===== src/rtl/dsd_pkg.sv =====
// Package of types, constants and helper functions for the dual stick direction decoder.
`default_nettype none
package dsd_pkg;

  localparam int unsigned FracBits = 8;
  localparam int unsigned NormW    = FracBits + 2;
  localparam int unsigned SqW      = 2 * FracBits + 1;
  localparam int unsigned SumW     = SqW + 1;
  localparam int unsigned AxisW    = 6;
  localparam int unsigned DivHi    = FracBits / 2;
  localparam int unsigned DivLo    = FracBits - DivHi;
  localparam int unsigned CfgW     = 18;

  typedef enum logic [2:0] {
    CfgLeftX   = 3'd0,
    CfgLeftY   = 3'd1,
    CfgRightX  = 3'd2,
    CfgRightY  = 3'd3,
    CfgDzSel   = 3'd4,
    CfgWayMode = 3'd5
  } cfg_idx_e;

  typedef enum logic [1:0] {
    Way8 = 2'd0,
    Way4 = 2'd1,
    Way2 = 2'd2
  } way_e;

  // Squared dead zone radius, rounded up: (k^2 << 2F) / 10000.
  localparam logic [SumW-1:0] DzThresh [8] = '{
    SumW'(((64'd144  << (2 * FracBits)) + 64'd9999) / 64'd10000),
    SumW'(((64'd225  << (2 * FracBits)) + 64'd9999) / 64'd10000),
    SumW'(((64'd289  << (2 * FracBits)) + 64'd9999) / 64'd10000),
    SumW'(((64'd400  << (2 * FracBits)) + 64'd9999) / 64'd10000),
    SumW'(((64'd900  << (2 * FracBits)) + 64'd9999) / 64'd10000),
    SumW'(((64'd1600 << (2 * FracBits)) + 64'd9999) / 64'd10000),
    SumW'(((64'd1600 << (2 * FracBits)) + 64'd9999) / 64'd10000),
    SumW'(((64'd1600 << (2 * FracBits)) + 64'd9999) / 64'd10000)
  };

  // One axis after the subtract stage, with its division in flight.
  typedef struct packed {
    logic                zero;
    logic                neg;
    logic                sat;
    logic [AxisW-1:0]    span;
    logic [AxisW-1:0]    rem;
    logic [FracBits-1:0] quo;
  } axis_div_t;

  // Direction bits: up, down, left, right.
  typedef struct packed {
    logic rgt;
    logic lft;
    logic dn;
    logic up;
  } dir_t;

  function automatic axis_div_t axis_prep(input logic [AxisW-1:0] raw,
                                          input logic [AxisW-1:0] cen,
                                          input logic [AxisW-1:0] mn,
                                          input logic [AxisW-1:0] mx);
    axis_div_t         r;
    logic signed [AxisW:0] d;
    logic signed [AxisW:0] s;
    logic [AxisW-1:0]  ad;
    logic [AxisW-1:0]  as;
    d  = $signed({1'b0, raw}) - $signed({1'b0, cen});
    s  = d[AxisW] ? ($signed({1'b0, cen}) - $signed({1'b0, mn}))
                  : ($signed({1'b0, mx}) - $signed({1'b0, cen}));
    ad = d[AxisW] ? AxisW'(-d) : AxisW'(d);
    as = s[AxisW] ? AxisW'(-s) : AxisW'(s);
    r.zero = (d == '0);
    r.neg  = d[AxisW] ^ s[AxisW];
    r.sat  = (as == '0) || (ad >= as);
    r.span = as;
    r.rem  = ad;
    r.quo  = '0;
    return r;
  endfunction

  // One restoring division step: one quotient bit.
  function automatic axis_div_t div_step(input axis_div_t a);
    axis_div_t       r;
    logic [AxisW:0]  sh;
    r  = a;
    sh = {a.rem, 1'b0};
    if (sh >= {1'b0, a.span}) begin
      r.rem = AxisW'(sh - {1'b0, a.span});
      r.quo = {a.quo[FracBits-2:0], 1'b1};
    end else begin
      r.rem = sh[AxisW-1:0];
      r.quo = {a.quo[FracBits-2:0], 1'b0};
    end
    return r;
  endfunction

  function automatic logic signed [NormW-1:0] axis_value(input axis_div_t a);
    logic [NormW-1:0] mag;
    if (a.zero) begin
      mag = '0;
    end else if (a.sat) begin
      mag = NormW'(1) << FracBits;
    end else begin
      mag = {2'b00, a.quo};
    end
    return a.neg ? $signed(-mag) : $signed(mag);
  endfunction

  function automatic dir_t directions(input logic signed [NormW-1:0] x,
                                      input logic signed [NormW-1:0] y,
                                      input logic [SqW-1:0]         xx,
                                      input logic [SqW-1:0]         yy,
                                      input logic [1:0]             mode);
    dir_t        r;
    logic        xp;
    logic        yp;
    logic        yn;
    logic [SqW+1:0] xx3;
    logic [SqW+1:0] yy3;
    r   = '0;
    xp  = (x > 0);
    yp  = (y > 0);
    yn  = (y < 0);
    xx3 = (SqW+2)'(xx) + (SqW+2)'({xx, 1'b0});
    yy3 = (SqW+2)'(yy) + (SqW+2)'({yy, 1'b0});
    case (mode)
      Way2: begin
        if (x != 0) begin
          r.rgt = xp;
          r.lft = !xp;
        end else begin
          r.rgt = yp;
          r.lft = !yp;
        end
      end
      Way4: begin
        if (yy > xx) begin
          r.up = yp;
          r.dn = !yp;
        end else if (xx > yy) begin
          r.rgt = xp;
          r.lft = !xp;
        end else if (xp) begin
          r.rgt = yp;
          r.dn  = !yp;
        end else begin
          r.lft = yn;
          r.up  = !yn;
        end
      end
      default: begin
        if (xx3 < (SqW+2)'(yy)) begin
          r.up = yp;
          r.dn = !yp;
        end else if ((SqW+2)'(xx) > yy3) begin
          r.rgt = xp;
          r.lft = !xp;
        end else begin
          r.up  = yp;
          r.dn  = !yp;
          r.rgt = xp;
          r.lft = !xp;
        end
      end
    endcase
    return r;
  endfunction

endpackage
`default_nettype wire


===== src/rtl/dual_stick_direction_decoder.sv =====
// Top level of the dual stick direction decoder: five-stage pipeline.
`default_nettype none
// The decoder takes one controller report per transaction on the slave stream and
// returns one result transaction, registered, on the master stream. A new
// report can be taken every cycle; the whole pipeline holds while the master side
// stalls and moves on as soon as the output register is empty or being taken.
// Behind the subtract stage, the per-axis divider spreads its quotient bits over
// two stages, followed by a squaring stage and a compare stage. The left stick is
// a 6-bit axis pair and the right stick a 5-bit pair, each normalized around its
// calibrated center to signed Q1.8 and saturated to plus or minus one. A stick
// counts only beyond the selected dead zone; inside it all its direction bits and
// the left analog values are zero. Configuration writes are always taken and must
// only be issued while no transaction is in flight.
module dual_stick_direction_decoder (
  input  wire logic                      clk_i,
  input  wire logic                      rst_ni,
  input  wire logic                      s_axis_tvalid,
  output logic                           s_axis_tready,
  // report_byte0 [7:0], report_byte1 [15:8], report_byte2 [23:16], report_byte3 [31:24]
  input  wire logic [31:0]               s_axis_tdata,
  output logic                           m_axis_tvalid,
  input  wire logic                      m_axis_tready,
  // left_up, left_down, left_left, left_right, right_north, right_east,
  // right_south, right_west, left_active, left_x_norm [18:9], left_y_norm [28:19]
  output logic [31:0]                    m_axis_tdata,
  input  wire logic                      cfg_valid_i,
  output logic                           cfg_ready_o,
  input  wire logic [2:0]                cfg_index_i,
  input  wire logic [dsd_pkg::CfgW-1:0]  cfg_data_i
);
  import dsd_pkg::*;

  // Configuration registers.
  logic [17:0] lx_cal_q, ly_cal_q;
  logic [14:0] rx_cal_q, ry_cal_q;
  logic [2:0]  dz_sel_q;
  logic [1:0]  way_q;

  assign cfg_ready_o = 1'b1;

  always_ff @(posedge clk_i or negedge rst_ni) begin
    if (!rst_ni) begin
      lx_cal_q <= 18'd225630;
      ly_cal_q <= 18'd225630;
      rx_cal_q <= 15'd30735;
      ry_cal_q <= 15'd30735;
      dz_sel_q <= '0;
      way_q    <= Way8;
    end else if (cfg_valid_i) begin
      case (cfg_idx_e'(cfg_index_i))
        CfgLeftX:   lx_cal_q <= cfg_data_i[17:0];
        CfgLeftY:   ly_cal_q <= cfg_data_i[17:0];
        CfgRightX:  rx_cal_q <= cfg_data_i[14:0];
        CfgRightY:  ry_cal_q <= cfg_data_i[14:0];
        CfgDzSel:   dz_sel_q <= cfg_data_i[2:0];
        CfgWayMode: way_q    <= cfg_data_i[1:0];
        default: ;
      endcase
    end
  end

  // The whole pipeline moves together when the output register can take a result.
  logic adv;
  logic v1_q, v2_q, v3_q, v4_q, vo_q;

  assign adv           = !vo_q || m_axis_tready;
  assign s_axis_tready = adv;

  always_ff @(posedge clk_i or negedge rst_ni) begin
    if (!rst_ni) begin
      v1_q <= 1'b0;
      v2_q <= 1'b0;
      v3_q <= 1'b0;
      v4_q <= 1'b0;
      vo_q <= 1'b0;
    end else if (adv) begin
      v1_q <= s_axis_tvalid;
      v2_q <= v1_q;
      v3_q <= v2_q;
      v4_q <= v3_q;
      vo_q <= v4_q;
    end
  end

  // Stage 1: unpack the sticks, subtract the center and pick the span.
  logic [5:0] lx_raw, ly_raw;
  logic [4:0] rx_raw, ry_raw;
  axis_div_t  ax1_d [4];
  axis_div_t  ax1_q [4];

  assign lx_raw = s_axis_tdata[5:0];
  assign ly_raw = s_axis_tdata[13:8];
  assign rx_raw = {s_axis_tdata[7:6], s_axis_tdata[15:14], s_axis_tdata[23]};
  assign ry_raw = s_axis_tdata[20:16];

  always_comb begin
    ax1_d[0] = axis_prep(lx_raw, lx_cal_q[5:0], lx_cal_q[11:6], lx_cal_q[17:12]);
    ax1_d[1] = axis_prep(ly_raw, ly_cal_q[5:0], ly_cal_q[11:6], ly_cal_q[17:12]);
    ax1_d[2] = axis_prep({1'b0, rx_raw}, {1'b0, rx_cal_q[4:0]},
                         {1'b0, rx_cal_q[9:5]}, {1'b0, rx_cal_q[14:10]});
    ax1_d[3] = axis_prep({1'b0, ry_raw}, {1'b0, ry_cal_q[4:0]},
                         {1'b0, ry_cal_q[9:5]}, {1'b0, ry_cal_q[14:10]});
  end

  // Stages 2 and 3: the upper and then the lower quotient bits of |d| * 2^F / |span|.
  axis_div_t ax2_d [4];
  axis_div_t ax2_q [4];
  axis_div_t ax3_d [4];
  logic signed [NormW-1:0] val3_d [4];
  logic signed [NormW-1:0] val3_q [4];

  always_comb begin
    for (int a = 0; a < 4; a++) begin
      ax2_d[a] = ax1_q[a];
      for (int s = 0; s < DivHi; s++) begin
        ax2_d[a] = div_step(ax2_d[a]);
      end
      ax3_d[a] = ax2_q[a];
      for (int s = 0; s < DivLo; s++) begin
        ax3_d[a] = div_step(ax3_d[a]);
      end
      val3_d[a] = axis_value(ax3_d[a]);
    end
  end

  // Stage 4: squares of every axis.
  logic signed [2*NormW-1:0] prod4 [4];
  logic [SqW-1:0]            sq4_q [4];
  logic signed [NormW-1:0]   val4_q [4];

  always_comb begin
    for (int a = 0; a < 4; a++) begin
      prod4[a] = val3_q[a] * val3_q[a];
    end
  end

  always_ff @(posedge clk_i) begin
    if (adv) begin
      ax1_q <= ax1_d;
      ax2_q <= ax2_d;
      val3_q <= val3_d;
      val4_q <= val3_q;
      for (int a = 0; a < 4; a++) begin
        sq4_q[a] <= prod4[a][SqW-1:0];
      end
    end
  end

  // Stage 5: dead zone compare and sector decode into the output register.
  logic [SumW-1:0] lsum, rsum;
  logic            l_act, r_act;
  dir_t            ldir, rdir;
  logic [31:0]     out_d;
  logic [31:0]     out_q;

  always_comb begin
    lsum  = SumW'(sq4_q[0]) + SumW'(sq4_q[1]);
    rsum  = SumW'(sq4_q[2]) + SumW'(sq4_q[3]);
    l_act = (lsum >= DzThresh[dz_sel_q]);
    r_act = (rsum >= DzThresh[dz_sel_q]);
    ldir  = directions(val4_q[0], val4_q[1], sq4_q[0], sq4_q[1], way_q);
    rdir  = directions(val4_q[2], val4_q[3], sq4_q[2], sq4_q[3], Way8);
    if (!l_act) ldir = '0;
    if (!r_act) rdir = '0;
    out_d        = '0;
    out_d[0]     = ldir.up;
    out_d[1]     = ldir.dn;
    out_d[2]     = ldir.lft;
    out_d[3]     = ldir.rgt;
    out_d[4]     = rdir.up;
    out_d[5]     = rdir.rgt;
    out_d[6]     = rdir.dn;
    out_d[7]     = rdir.lft;
    out_d[8]     = l_act;
    out_d[9 +: NormW]         = l_act ? val4_q[0] : '0;
    out_d[9 + NormW +: NormW] = l_act ? val4_q[1] : '0;
  end

  always_ff @(posedge clk_i) begin
    if (adv) begin
      out_q <= out_d;
    end
  end

  assign m_axis_tvalid = vo_q;
  assign m_axis_tdata  = out_q;

  // An idle left stick reports no direction and zero analog values.
  a_left_idle: assert property (@(posedge clk_i) disable iff (!rst_ni)
    (m_axis_tvalid && !m_axis_tdata[8]) |->
      (m_axis_tdata[3:0] == 4'b0 && m_axis_tdata[28:9] == '0))
    else $error("inactive left stick shows output");

  // Opposite directions never come together: left up and down, and both right pairs.
  a_no_opposite: assert property (@(posedge clk_i) disable iff (!rst_ni)
    m_axis_tvalid |-> !(m_axis_tdata[0] && m_axis_tdata[1]) &&
                      !(m_axis_tdata[4] && m_axis_tdata[6]) &&
                      !(m_axis_tdata[5] && m_axis_tdata[7]))
    else $error("opposite directions both set");

  // With every stage full, an accepted report leaves the output register valid.
  a_latency: assert property (@(posedge clk_i) disable iff (!rst_ni)
    (s_axis_tvalid && s_axis_tready && v1_q && v2_q && v3_q && v4_q) |=> vo_q)
    else $error("full pipeline lost a transaction");

endmodule
`default_nettype wire


===== config.mk =====
export PLATFORM = sky130hd
export DESIGN_NAME = dual_stick_direction_decoder
export DESIGN_NICKNAME = d
export VERILOG_FILES = /design/src/rtl/dsd_pkg.sv /design/src/rtl/dual_stick_direction_decoder.sv
export SDC_FILE = /design/constraint.sdc
export NUM_CORES = 2
export LEC_CHECK = 0
export BUFFER_PORTS_ARGS = -buffer_cell sky130_fd_sc_hd__buf_2
export CAP_MARGIN = 20
export CORE_ASPECT_RATIO = 1.1
export CORE_MARGIN = 2
export CORE_UTILIZATION = 39
export CTS_CLUSTER_SIZE = 30
export DETAILED_ROUTE_END_ITERATION = 6
export PLACE_DENSITY = 0.5
export SLEW_MARGIN = 10
export SYNTH_ARGS = -nofsm -noshare
export SYNTH_HDL_FRONTEND = slang
export SYNTH_SLANG_ARGS = --single-unit

===== constraint.sdc =====
create_clock -name clk_i -period 22 [get_ports clk_i]
set_input_delay 1.1 -clock clk_i [delete_from_list [all_inputs] [get_ports clk_i]]
set_output_delay 1.1 -clock clk_i [all_outputs]
set_load 0.05 [all_outputs]

==> impl_results.md <==
* Setup WS pre-CTS at 13.05 ns
* Filler instances at 11160
* Synth Area in Compound Gates at 13.88%
* Io pins at 93
* DR vias at 31890
* Die height at 358.4 µm
* Fin worst setup slack at 12.98 ns
* Starting DRT DRC Count at 1321
* Worst EP required at 22.35 ns
* Uppermost layer routed: met4
* CTS buffer count at 48
* Wl on met1 at 47.52 mm
* Number of antenna violations at the first check in global routing at 1
* Layout cell share with drive strength beyond 1 at 8.132%
* Commonest cells post-synth: ha_1, inv_1, nand2_1
* Total wire length at 100.0 mm
* Post-synth EDFFs at 305
* Multiplexer share of the synthesized area at 3.422%
* GR Overflow Total at 0
* Startpoint types: register
* PortBufs at 78
* Synth warnings at 0
* Synth unique cells at 111
* # resized after CTS at 0
* Antenna diodes at 0
* CTS tree: built
* Post-synthesis sequential area ratio at 24.94%
* Hold WC Path Type: in -> async
* Crit Path Max Fanout at 13
* Top-count cell post-synth: ha_1
* Tcrit/Tclk final at 41.02%
* Ys flop type: edfxtp_1
* Vias in the first global route at 32430
* CP top delay family: compound AO/OA/AOI/OAI gates
* Simple-Gate Fraction of Synth Area at 14.11%
* Worst EP arrival at 9.38 ns
* Hold Fails Final Rpt at 0
* Combinational family with the most area after synthesis: adder cells
* GPL Wtd Cong at 0.8364
* Slowest stage cell, crit path: a221oi_2
* Final setup TNS at 0 ns
* DP Wirelength at 80.82 mm
* Area leader, netlist: edfxtp_1
* Starting density of the core at 39.17%
* CP Class: reg -> reg
* Post-synth top area share at 20.57%
* DIE AREA at 116900 µm²
* Pins Over Slew Limit at 0
* Post-CTS Setup Inserts at 0
* Total global-route track usage at 17.44%
* Maxcap violations at 0
* WP buf/inv at 1
* Synth async-reset ratio at 19.95%
* Initial DRT Pass Iterations at 5
* Vias per std cell at 5.070
* First-pass GRT wire length at 167.6 mm
* Outcome: finished, final reports clean
* CTS hold repair buffers at 0
* Clock Skew at 0.03714 ns
* H-tree depth at 2
* Clock Path Buffers at 3
* Clock transition at path regs at 0.06 ns
* Post-Synth Adder-Cell Area at 31.07%
* Routed length per placed instance at 15.91 µm
* Most frequent cell on the critical path: a21o_1
* Synth area leaders: edfxtp_1, ha_1, fa_1, inv_1, xnor2_1
* Wire length on met3 at 2.138 mm
* Layout area overhead at 8.446%
* Final setup fails at 0
* Xor/xnor share of the synthesized area at 6.470%
* Worst slew pin tran at 0.9782 ns
* Root buffer cell: clkbuf_16
* Crit-path max cell delay at 0.84 ns
* Fin crit period at 9.024 ns
* Highest Clock Rate at 0.1108 GHz
* CORE AREA at 113700 µm²
* DRT antenna net count at 0
* Max_slew headroom at 34.79%
* Number of clock sinks at 381
* Synthesized cell area at 44530 µm²
* Mean post-synth cell area at 9.548 µm²
* CP endpoint kind: register
* Largest net degree at the start of global routing at 77
* Row cnt at 130
* DIE WIDTH at 326.2 µm
* Cell count after synthesis at 4664
* Routed length on met2 at 48.66 mm
* DRC at 0
* Unrepaired setup endpoints after global routing: false
* Post-synthesis register bit count at 381
* Worst skew pair latency at 0.64 ns
* Final-stage net count at 5723
-- layout make-up --
type,count,area [µm²],share of cell area [%]
multi-input combinational,3580,30780,63.73
inverter,628,2365,4.897
clock buffer,58,1239,2.565
timing repair buffer,93,521.8,1.080
tap,1518,1899,3.933
clock inverter,31,384.1,0.7954
sequential,381,11110,23.00
-- logic make-up after synthesis --
logic type / Yosys count
AOI/OAI and AO/OA: 930
xor gates and xnor gates: 329
adders and majority gates: 933
buffers and inverters: 709
DFF: 381
muxes: 136
other: 2
and+or+nand+nor: 1244
-- sequential cells by signal, summed over array words and instances, names as in the netlist, 2 cells and up --
| name | flops |
|---|---|
| m_axis_tdata | 29 |
| ax1_q | 60 |
| val4_q | 40 |
| sq4_q | 60 |
| ax2_q | 76 |
| val3_q | 40 |
| ry_cal_q | 15 |
| dz_sel_q | 3 |
| rx_cal_q | 15 |
| way_q | 2 |
| ly_cal_q | 18 |
| lx_cal_q | 18 |
-- metal layers --
layer	up-vias	global-route usage, %
met5	-	0
li1	16300	-
met2	306	30.84
met4	0	3.825
met1	15180	23.26
met3	98	1.385
-- stage by stage --
stage	hold slack (ns)	std cells	utilization, %	instance area, µm²
2_1_floorplan	0.4003	4670	-	44560
3_3_place_gp	0.4042	6197	41.02	46630
3_5_place_dp	0.4045	6197	41.02	46630
4_1_cts	0.2990	6286	42.44	48260
5_1_grt	0.3370	6289	42.48	48300
6_report	0.3397	6289	42.48	48300
-- path summary, 6_finish.rpt --
path,start,depth (start not counted),end,slack [ns]
setup / recovery,ax2_q[84],38,val3_q[38],12.98
hold / removal,rst_ni,1,ry_cal_q[4],0.34
setup reg to reg,ax2_q[84],38,val3_q[38],12.98
hold reg to reg,ax1_q[43],0,ax2_q[43],0.42
max in group asynchronous,rst_ni,2,way_q[0],20.56
min in group clk_i,ax1_q[43],0,ax2_q[43],0.42
-- placed cells by master (no fill, tap or decap), drive strengths merged, types with 79 or more instances in the layout --
cell type,synthesis,final
xnor2,243,243
and2,136,136
mux2,106,106
o21ai,231,231
xor2,86,86
a21oi,232,232
nor3,84,84
fa,288,288
a21o,104,104
nand2,319,319
inv,625,635
nor2b,97,97
ha,645,645
nand2b,79,79
nor2,296,296
buf,15,92
edfxtp,305,305
Power is not shown: default switching activity piles up to over one toggle a cycle in this logic, so the estimate is an artifact.
